$ cat config.mk
export PLATFORM = sky130hd
export DESIGN_NAME = msm_ctrl
export DESIGN_NICKNAME = d
export VERILOG_FILES = /design/src/design/msm_pkg.sv /design/src/design/msm_ctrl.sv
export VERILOG_INCLUDE_DIRS = /design/src /design/src/design
export SDC_FILE = /design/constraint.sdc
export NUM_CORES = 1
export LEC_CHECK = 0
export BUFFER_PORTS_ARGS = -buffer_cell sky130_fd_sc_hd__clkbuf_2
export CORE_AREA = 5 5 42 44
export CTS_CLUSTER_SIZE = 10
export DETAILED_ROUTE_END_ITERATION = 10
export DIE_AREA = 0 0 47 49
export GPL_TIMING_DRIVEN = 0
export HOLD_SLACK_MARGIN = 0.08
export PLACE_DENSITY = 0.38
export SYNTH_ARGS = -nofsm -noshare
export SYNTH_HDL_FRONTEND = slang
export SYNTH_SLANG_ARGS = --single-unit
$ cat constraint.sdc
create_clock -name clk -period 1.59 [get_ports clk]
set_input_delay 0.159 -clock clk [delete_from_list [all_inputs] [get_ports clk]]
set_output_delay 0.159 -clock clk [all_outputs]
set_load 0.01 [all_outputs]
$ cat src/design/assert_macros.svh
// Assertion macros for the mergeable stack manager.
// Included by modules that carry concurrent checks; no other dependencies.
`ifndef ASSERT_MACROS_SVH
`define ASSERT_MACROS_SVH
`ifndef SYNTHESIS
`define MSM_ASSERT(lbl, clk, rst_n, prop) \
    lbl: assert property (@(posedge clk) disable iff (!rst_n) prop) \
        else $error("check failed");
`define MSM_NEVER(lbl, clk, rst_n, expr) \
    lbl: assert property (@(posedge clk) disable iff (!rst_n) !(expr)) \
        else $error("check failed");
`else
`define MSM_ASSERT(lbl, clk, rst_n, prop)
`define MSM_NEVER(lbl, clk, rst_n, expr)
`endif
`endif

$ cat src/design/msm_pkg.sv
// Shared types and constants of the mergeable stack manager.
// No dependencies.
package msm_pkg;

    localparam int NUM_STACKS_DEF = 64;
    localparam int POOL_DEPTH_DEF = 1024;
    localparam int ID_W           = 6;
    localparam int VAL_W          = 32;

    localparam logic [1:0] MODE_PUSH  = 2'd0;
    localparam logic [1:0] MODE_POP   = 2'd1;
    localparam logic [1:0] MODE_MERGE = 2'd2;

    localparam logic [1:0] ST_DONE  = 2'd0;
    localparam logic [1:0] ST_VALUE = 2'd1;
    localparam logic [1:0] ST_EMPTY = 2'd2;
    localparam logic [1:0] ST_FULL  = 2'd3;

    typedef struct packed {
        logic [1:0]              mode;
        logic [ID_W-1:0]         stack_id;
        logic [ID_W-1:0]         source_id;
        logic signed [VAL_W-1:0] push_value;
    } req_t;

    typedef struct packed {
        logic [1:0]              status;
        logic signed [VAL_W-1:0] pop_value;
    } rsp_t;

    typedef struct packed {
        logic capture;
        logic node_rd;
        logic exec;
    } cmd_t;

    typedef struct packed {
        logic need_node;
    } sts_t;

endpackage

$ cat src/design/msm_ctrl.sv
// Controller of the mergeable stack manager: sequences each word and owns the handshakes.
// Depends on msm_pkg and assert_macros.svh.
`include "assert_macros.svh"
module msm_ctrl
(
    input  logic          clk,
    input  logic          rst_n,
    input  logic          req_valid,
    output logic          req_stall,
    output logic          rsp_valid,
    input  logic          rsp_stall,
    input  msm_pkg::sts_t sts,
    output msm_pkg::cmd_t cmd
);
    import msm_pkg::*;

    localparam logic [1:0] S_IDLE = 2'd0;
    localparam logic [1:0] S_NODE = 2'd1;
    localparam logic [1:0] S_EXEC = 2'd2;

    logic [1:0] state_reg;
    logic [1:0] state_next;
    logic       out_valid_reg;
    logic       out_valid_next;

    assign req_stall   = (state_reg != S_IDLE);
    assign rsp_valid   = out_valid_reg;
    assign cmd.capture = req_valid && (state_reg == S_IDLE);
    assign cmd.node_rd = (state_reg == S_NODE);
    assign cmd.exec    = (state_reg == S_EXEC) && !(out_valid_reg && rsp_stall);

    always_comb
    begin
        state_next = state_reg;
        unique case (state_reg)
            S_IDLE:
            begin
                if (cmd.capture)
                begin
                    state_next = sts.need_node ? S_NODE : S_EXEC;
                end
            end
            S_NODE:
            begin
                state_next = S_EXEC;
            end
            S_EXEC:
            begin
                if (cmd.exec)
                begin
                    state_next = S_IDLE;
                end
            end
            default:
            begin
                state_next = S_IDLE;
            end
        endcase
    end

    always_comb
    begin
        out_valid_next = out_valid_reg;
        if (cmd.exec)
        begin
            out_valid_next = 1'b1;
        end
        else if (out_valid_reg && !rsp_stall)
        begin
            out_valid_next = 1'b0;
        end
    end

    always_ff @(posedge clk or negedge rst_n)
    begin
        if (!rst_n)
        begin
            state_reg     <= S_IDLE;
            out_valid_reg <= 1'b0;
        end
        else
        begin
            state_reg     <= state_next;
            out_valid_reg <= out_valid_next;
        end
    end

    `MSM_ASSERT(a_capture_busy, clk, rst_n, cmd.capture |=> state_reg != S_IDLE)
    `MSM_ASSERT(a_node_then_exec, clk, rst_n, cmd.node_rd |=> state_reg == S_EXEC)
    `MSM_NEVER(a_no_overwrite, clk, rst_n, cmd.exec && out_valid_reg && rsp_stall)
    `MSM_ASSERT(a_exec_valid, clk, rst_n, cmd.exec |=> rsp_valid)

endmodule

# == After elaboration in Yosys (flattened, before gate mapping) ==
# Cells that the tools add are included.
# word_totals
mem_bits_ro,0
latchBits,0
n_memories,0
regBits,3
inputBits,5
mem_bits_rw,0
# op_classes
div,0
n_addsub,0
n_reduce_logical,10
mul,0
mux,6
n_shift,0
bitwise_logic,0
order_cmp,0
n_eq_ne,4
# op_table
cell,n
$mux 2,3
$pmux 2 s3,1
$logic_and 1x1->1,4
$ne 2x2->1 const B,2
$reduce_bool 2->1,2
$eq 2x1->1 const B,1
$eq 2x2->1 const B,1
$logic_not 1->1,2
$logic_not 2->1,1
$mux 1,2
$reduce_and 2->1,1

# == Depth between registers and ports, before layout ==
# Gate-level depths: netlist of the first run.
# depth
depth_word,5
ltp_mapped,3

# == Worst setup path after synthesis of the first run ==
# No wires, ideal clock.
# synth_path
kind,register to output
start,reg state_reg[0]
end,out cmd[0] (netlist bit)
setup_slack_ns,0.673
stages_incl_launch_ff,4
n_path_buf,1
arrival_ns,0.758
required_ns,1.431
path_cell_list,dfrtp_1 -> nand2b_1 -> a21oi_1 -> buf_4
# synth_lines
element,line,rtl
"start, declared",msm_ctrl.sv:21,logic [1:0] state_reg;
"start signal, assigned",msm_ctrl.sv:83,state_reg <= state_next;
"end, declared",msm_ctrl.sv:13,output msm_pkg::cmd_t cmd

==> impl_metrics.py, run 1 <==
metrics = {
    "die": {
        "die-area_um2": 2300,
        "start_util_pct": 10.8,
        "num_io_pins": 10,
        "rows": 14,
        "core_area_um2": 1400,
        "dieHeight_um": 49,
        "die_w_um": 47,
    },
    "clocking": {
        "cts_max_path_buffers": 2,
        "cts_tree": "yes",
        "post-cts-setup-buffers": 0,
        "htreeDepth": 1,
        "numCtsBuffers": 3,
        "clk_pin_slew_ns": 0.04,
        "clock-sinks": 3,
        "post_cts_resized": 0,
        "clkLatencyLatePin_ns": 0.23,
        "root_buffer": "clkbuf_4",
    },
    "worst_setup_path": {
        "critPathSlowestCell": "dfrtp_1",
        "crit_family": "flip-flops",
        "path_max_fanout": 4,
        "r2r_start": "state_reg[1]$_DFFE_PN0P_",
        "path_cells": "nand2b_1 -> a21oi_1 -> buf_4 -> clkbuf_2",
        "cp_num_buf_inv": 2,
        "start_kind": "register",
        "cp.arrival_ns": 1.14,
        "crit_required_ns": 1.43,
        "cp-end-kind": "output port",
        "startpoint": "state_reg[0]$_DFFE_PN0P_",
        "criticalPathCategory": "register to output port",
        "cp_slowest_stage_delay_ns": 0.39,
    },
    "logic_synthesis": {
        "avgSynthCellArea_um2": 9.46,
        "netlist_instances": 16,
        "syn_area_um2": 151,
        "syn_nets": 21,
        "synth-seq-cells": 3,
        "synth_cell_types": 12,
        "ys_seq_area_share_pct": 49.6,
        "ys_warn_count": 0,
    },
    "route": {
        "wire_per_inst_um": 8.09,
        "dr.first_iter.drc_count": 2,
        "drtPass1Iterations": 2,
        "postRouteAntennaNets": 0,
        "drt_wl_total_um": 372,
        "vias": 155,
        "drc": 0,
        "via_per_inst": 3.37,
    },
    "sta": {
        "skew_ns": 0.000285,
        "setup_ws_ns": 0.288,
        "relSlewSlack_pct": 89.5,
        "max_freq_mhz": 768,
        "finalSetupTns_ns": 0,
        "hold_viol": 0,
        "worst_pin_slew_ns": 0.158,
        "rsz0062_at_grt": "no",
        "post-route-min-period_ns": 1.30,
        "setup_violations": 0,
        "finalCritPeriodShare_pct": 81.9,
        "drv_slew": 0,
        "whs_ns": 0.172,
    },
    "grt": {
        "overflow": 0,
        "grt_max_degree": 5,
        "grt_first_pass_wirelength_um": 648,
        "grt_usage_pct": 4.16,
        "antenna_found_initial": 0,
        "grt_pass1_vias": 173,
    },
    "power": {
        "p_switching_mw": 0.161,
        "peakVddDrop_uv": 398,
        "power.density_nw_per_um2": 1770,
        "p_int_mw": 0.288,
        "p_clk_share_pct": 29.3,
        "p_leak_nw": 0.136,
        "p_sw_share_pct": 35.8,
        "seq_power_share_pct": 31.6,
        "pwr-share-comb_pct": 39.1,
    },
    "finish": {
        "fin_cells": 46,
        "synthToLayoutAreaGrowth_pct": 66.9,
        "drive_gt1_share_pct": 46.7,
        "fin_util_pct": 18.0,
        "fin_nets": 36,
        "diodes": 0,
        "largest_reg_flops": 2,
        "final_common_cell": "clkbuf_2",
        "final_cell_mix": "9 x clkbuf_2, 3 x clkbuf_4, 3 x dfrtp_1",
    },
    "place": {
        "portBuffers": 9,
        "preCtsSetupSlack_ns": 0.534,
        "gp_congestion": 0.585,
        "dp.cells": 41,
    },
    "hold_path": {
        "hold_path_startpoint": "sts",
        "min_path_type": "input port to register",
    },
    "flow_run": {
        "maxCapViolCount": 0,
    },
    "run_status": {
        "status": "finished clean",
    },
}
-- layout make-up --
type | count | area, um^2
Buffer | 1 | 7.51
Multi-Input combinational cell | 11 | 65.1
Inverter | 1 | 3.75
Fill cell | 166 | 1150
Timing Repair Buffer | 10 | 55.1
Sequential cell | 3 | 75.1
Clock buffer | 4 | 26.3
Tap cell | 16 | 20.0
-- power groups by stage --
| stage | Combinational [mW] | Sequential, mW | Clock (mW) |
|---|---|---|---|
| final | 0.175 | 0.142 | 0.131 |
| after global routing | 0.200 | 0.150 | 0.147 |
| after CTS | 0.181 | 0.140 | 0.139 |
| after detailed placement | 0.178 | 0.141 | 0 |
| after global placement | 0.176 | 0.138 | 0 |
| after floorplan | 0.103 | 0.141 | 0 |
-- synthesized netlist by cell type --
| library cell | n | area share [%] |
|---|---|---|
| dfrtp_1 | 3 | 50 |
| nand2_1 | 2 | 5.0 |
| nand2b_1 | 2 | 8.3 |
| a21oi_1 | 1 | 3.3 |
| a22oi_1 | 1 | 5.0 |
| and2_1 | 1 | 4.1 |
| and3_1 | 1 | 4.1 |
| buf_4 | 1 | 5.0 |
| inv_1 | 1 | 2.5 |
| nand3b_1 | 1 | 5.0 |
| nor2_2 | 1 | 4.1 |
| nor2b_1 | 1 | 4.1 |
-- metal layers --
metal,track usage [%],vias up,part of all wire [%]
li1,-,80,-
met1,4.87,66,48
met2,4.98,9,41
met3,2.21,0,11
met4,4.15,0,0
met5,0,-,0
-- metrics by stage --
stage	cell area [um^2]	power [mW]
finish	253	0.448
global route	253	0.497
global placement	216	0.314
detailed placement	216	0.319
floorplan	151	0.243
CTS	253	0.460
-- path summary, 6_finish.rpt --
kind                                                 end  slack [ns]  cells past startpoint
worst min-delay path            state_reg[0]$_DFFE_PN0P_        0.17                      2
max in group asynchronous       state_reg[1]$_DFFE_PN0P_        1.22                      2
worst max-delay path                              cmd[0]        0.29                      4
worst min register to register     rsp_valid$_DFFE_PN0P_        0.54                      2
min in group asynchronous       state_reg[0]$_DFFE_PN0P_        0.26                      2
worst max register to register  state_reg[1]$_DFFE_PN0P_        0.80                      2
-- timing repair --
item | CTS | global route
endpoints found under the hold margin | 3 | 0
setup endpoints to repair | 0 | 0
hold buffers | 1 | 0
-- cells by family (layout without fill, tap and decap cells) --
family	after synthesis	count (layout)	share of synthesized area (%)
AOI/OAI and AO/OA	2	2	8.26
buffers and inverters	2	16	7.44
DFF	3	3	49.6
and+or+nand+nor	9	9	34.7
No activity file was read; power rests on OpenSTA's default activity.
==> run 2: changes to the inputs <==
- clock period: 1.59 -> 1.27 ns (I/O delays scaled with it)
==> impl_metrics.py, run 2 (synthesis results as in run 1) <==
metrics = {
    "clocking": {
        "post-cts-setup-buffers": 0,
        "cts_tree": "yes",
        "root_buffer": "clkbuf_4",
        "clk_pin_slew_ns": 0.04,
        "cts_max_path_buffers": 2,
        "htreeDepth": 1,
        "numCtsBuffers": 3,
        "clkLatencyLatePin_ns": 0.23,
        "clock-sinks": 3,
    },
    "power": {
        "power.density_nw_per_um2": 2260,
        "p_leak_nw": 0.138,
        "peakVddDrop_uv": 557,
        "p_total_mw": 0.615,
    },
    "die": {
        "die_w_um": 47,
        "start_util_pct": 10.8,
        "rows": 14,
        "die-area_um2": 2300,
        "num_io_pins": 10,
        "core_area_um2": 1400,
        "dieHeight_um": 49,
    },
    "worst_setup_path": {
        "cp-end-kind": "output port",
        "ff2ff_setup_slack_ns": 0.46,
        "path_max_fanout": 4,
        "criticalPathCategory": "register to output port",
        "reg2reg_depth": 2,
        "start_kind": "register",
        "timing.rr.end": "state_reg[1]$_DFFE_PN0P_",
        "cp.arrival_ns": 1.08,
        "r2r_start": "state_reg[1]$_DFFE_PN0P_",
        "crit_required_ns": 1.14,
    },
    "finish": {
        "diodes": 0,
        "fillers": 166,
        "final_cell_mix": "8 x clkbuf_2, 3 x clkbuf_4, 2 x nand2_1, 2 x dfrtp_1",
        "final_common_cell": "clkbuf_2",
        "drive_gt1_share_pct": 56.7,
        "largest_reg_flops": 2,
        "layout.area.seq_um2": 76.3,
        "fin_cells": 46,
        "multi_input_area_um2": 76.3,
        "fin_nets": 36,
        "synthToLayoutAreaGrowth_pct": 79.3,
    },
    "route": {
        "drt_wl_total_um": 375,
        "postRouteAntennaNets": 0,
        "wire_per_inst_um": 8.15,
        "drtPass1Iterations": 4,
        "drc": 0,
        "dr.first_iter.drc_count": 4,
        "via_per_inst": 3.43,
        "vias": 158,
    },
    "grt": {
        "grt_pass1_vias": 173,
        "overflow": 0,
        "grt_max_degree": 5,
        "grt_usage_pct": 4.16,
        "grt_first_pass_wirelength_um": 648,
        "antenna_found_initial": 0,
    },
    "hold_path": {
        "min_path_type": "input port to register",
        "hold_path_startpoint": "sts",
        "holdPathStages": 2,
        "min_delay_worst_endpoint": "state_reg[0]$_DFFE_PN0P_",
    },
    "sta": {
        "rsz0062_at_grt": "yes",
        "finalCritPeriodShare_pct": 94.7,
        "skew_ns": 0.000258,
        "finalSetupTns_ns": 0,
        "max_freq_mhz": 832,
        "drv_slew": 0,
        "setup_violations": 0,
        "worst_pin_slew_ns": 0.152,
        "hold_viol": 0,
        "post-route-min-period_ns": 1.20,
        "relSlewSlack_pct": 89.9,
        "setup_ws_ns": 0.0677,
    },
    "place": {
        "dp.cells": 41,
        "preCtsSetupSlack_ns": 0.246,
        "gp_congestion": 0.585,
        "portBuffers": 9,
    },
    "run_status": {
        "status": "finished clean",
    },
    "flow_run": {
        "maxCapViolCount": 0,
    },
}
[run 2: critical path, cell delays in order, from the launching register on]
cell	delay (ns)
dfrtp_2	0.44
nor2_2	0.14
and2_1	0.14
clkbuf_2	0.13
[run 2: power by group]
part	switching (mW)	total [mW]	internal [mW]
clock network	0.0469	0.164	0.118
registers	0.0546	0.192	0.137
logic	0.117	0.258	0.142
[run 2: timing repair]
item                                    in CTS  in global routing
endpoints found under the setup margin       1                  2
hold buffers                                 1                  0
resized for setup                            1                  4
gates cloned                                 0                  0
hold endpoints to repair                     3                  0
[run 2: through the flow]
| step | hold WS, ns | util [%] | instance area, um^2 |
|---|---|---|---|
| global route | 0.136 | 19.4 | 272 |
| global placement | -0.0728 | 15.4 | 216 |
| floorplan | -0.169 | - | 151 |
| finish | 0.140 | 19.4 | 272 |
| detailed placement | -0.0708 | 15.4 | 216 |
| CTS | 0.133 | 18.6 | 260 |
[run 2: final cells by class]
class                   count  share of cell area, %
repair buffers             10                   22.6
flip-flops and latches      3                   28.1
multi-input cells          11                   28.1
well taps                  16                   7.37
plain buffers               1                   2.76
clock buffers               4                   9.68
inverters                   1                   1.38
[run 2: layer usage]
metal  vias up  track usage (%)  wire (um)
li1         79                -          -
met1        70             4.87        177
met2         9             4.98        155
met3         0             2.21         42
met4         0             4.15          0
met5         -                0          0
[run 2: worst max path at each step]
stage                             startpoint  endpoint  slack, ns  depth (start not counted)
global route        state_reg[0]$_DFFE_PN0P_    cmd[0]      0.003                          4
finish              state_reg[1]$_DFFE_PN0P_    cmd[2]       0.07                          3
detailed placement  state_reg[0]$_DFFE_PN0P_    cmd[0]       0.25                          4
global placement    state_reg[0]$_DFFE_PN0P_    cmd[0]       0.25                          4
CTS                 state_reg[0]$_DFFE_PN0P_    cmd[0]       0.01                          4
floorplan           state_reg[0]$_DFFE_PN0P_    cmd[0]       0.38                          3
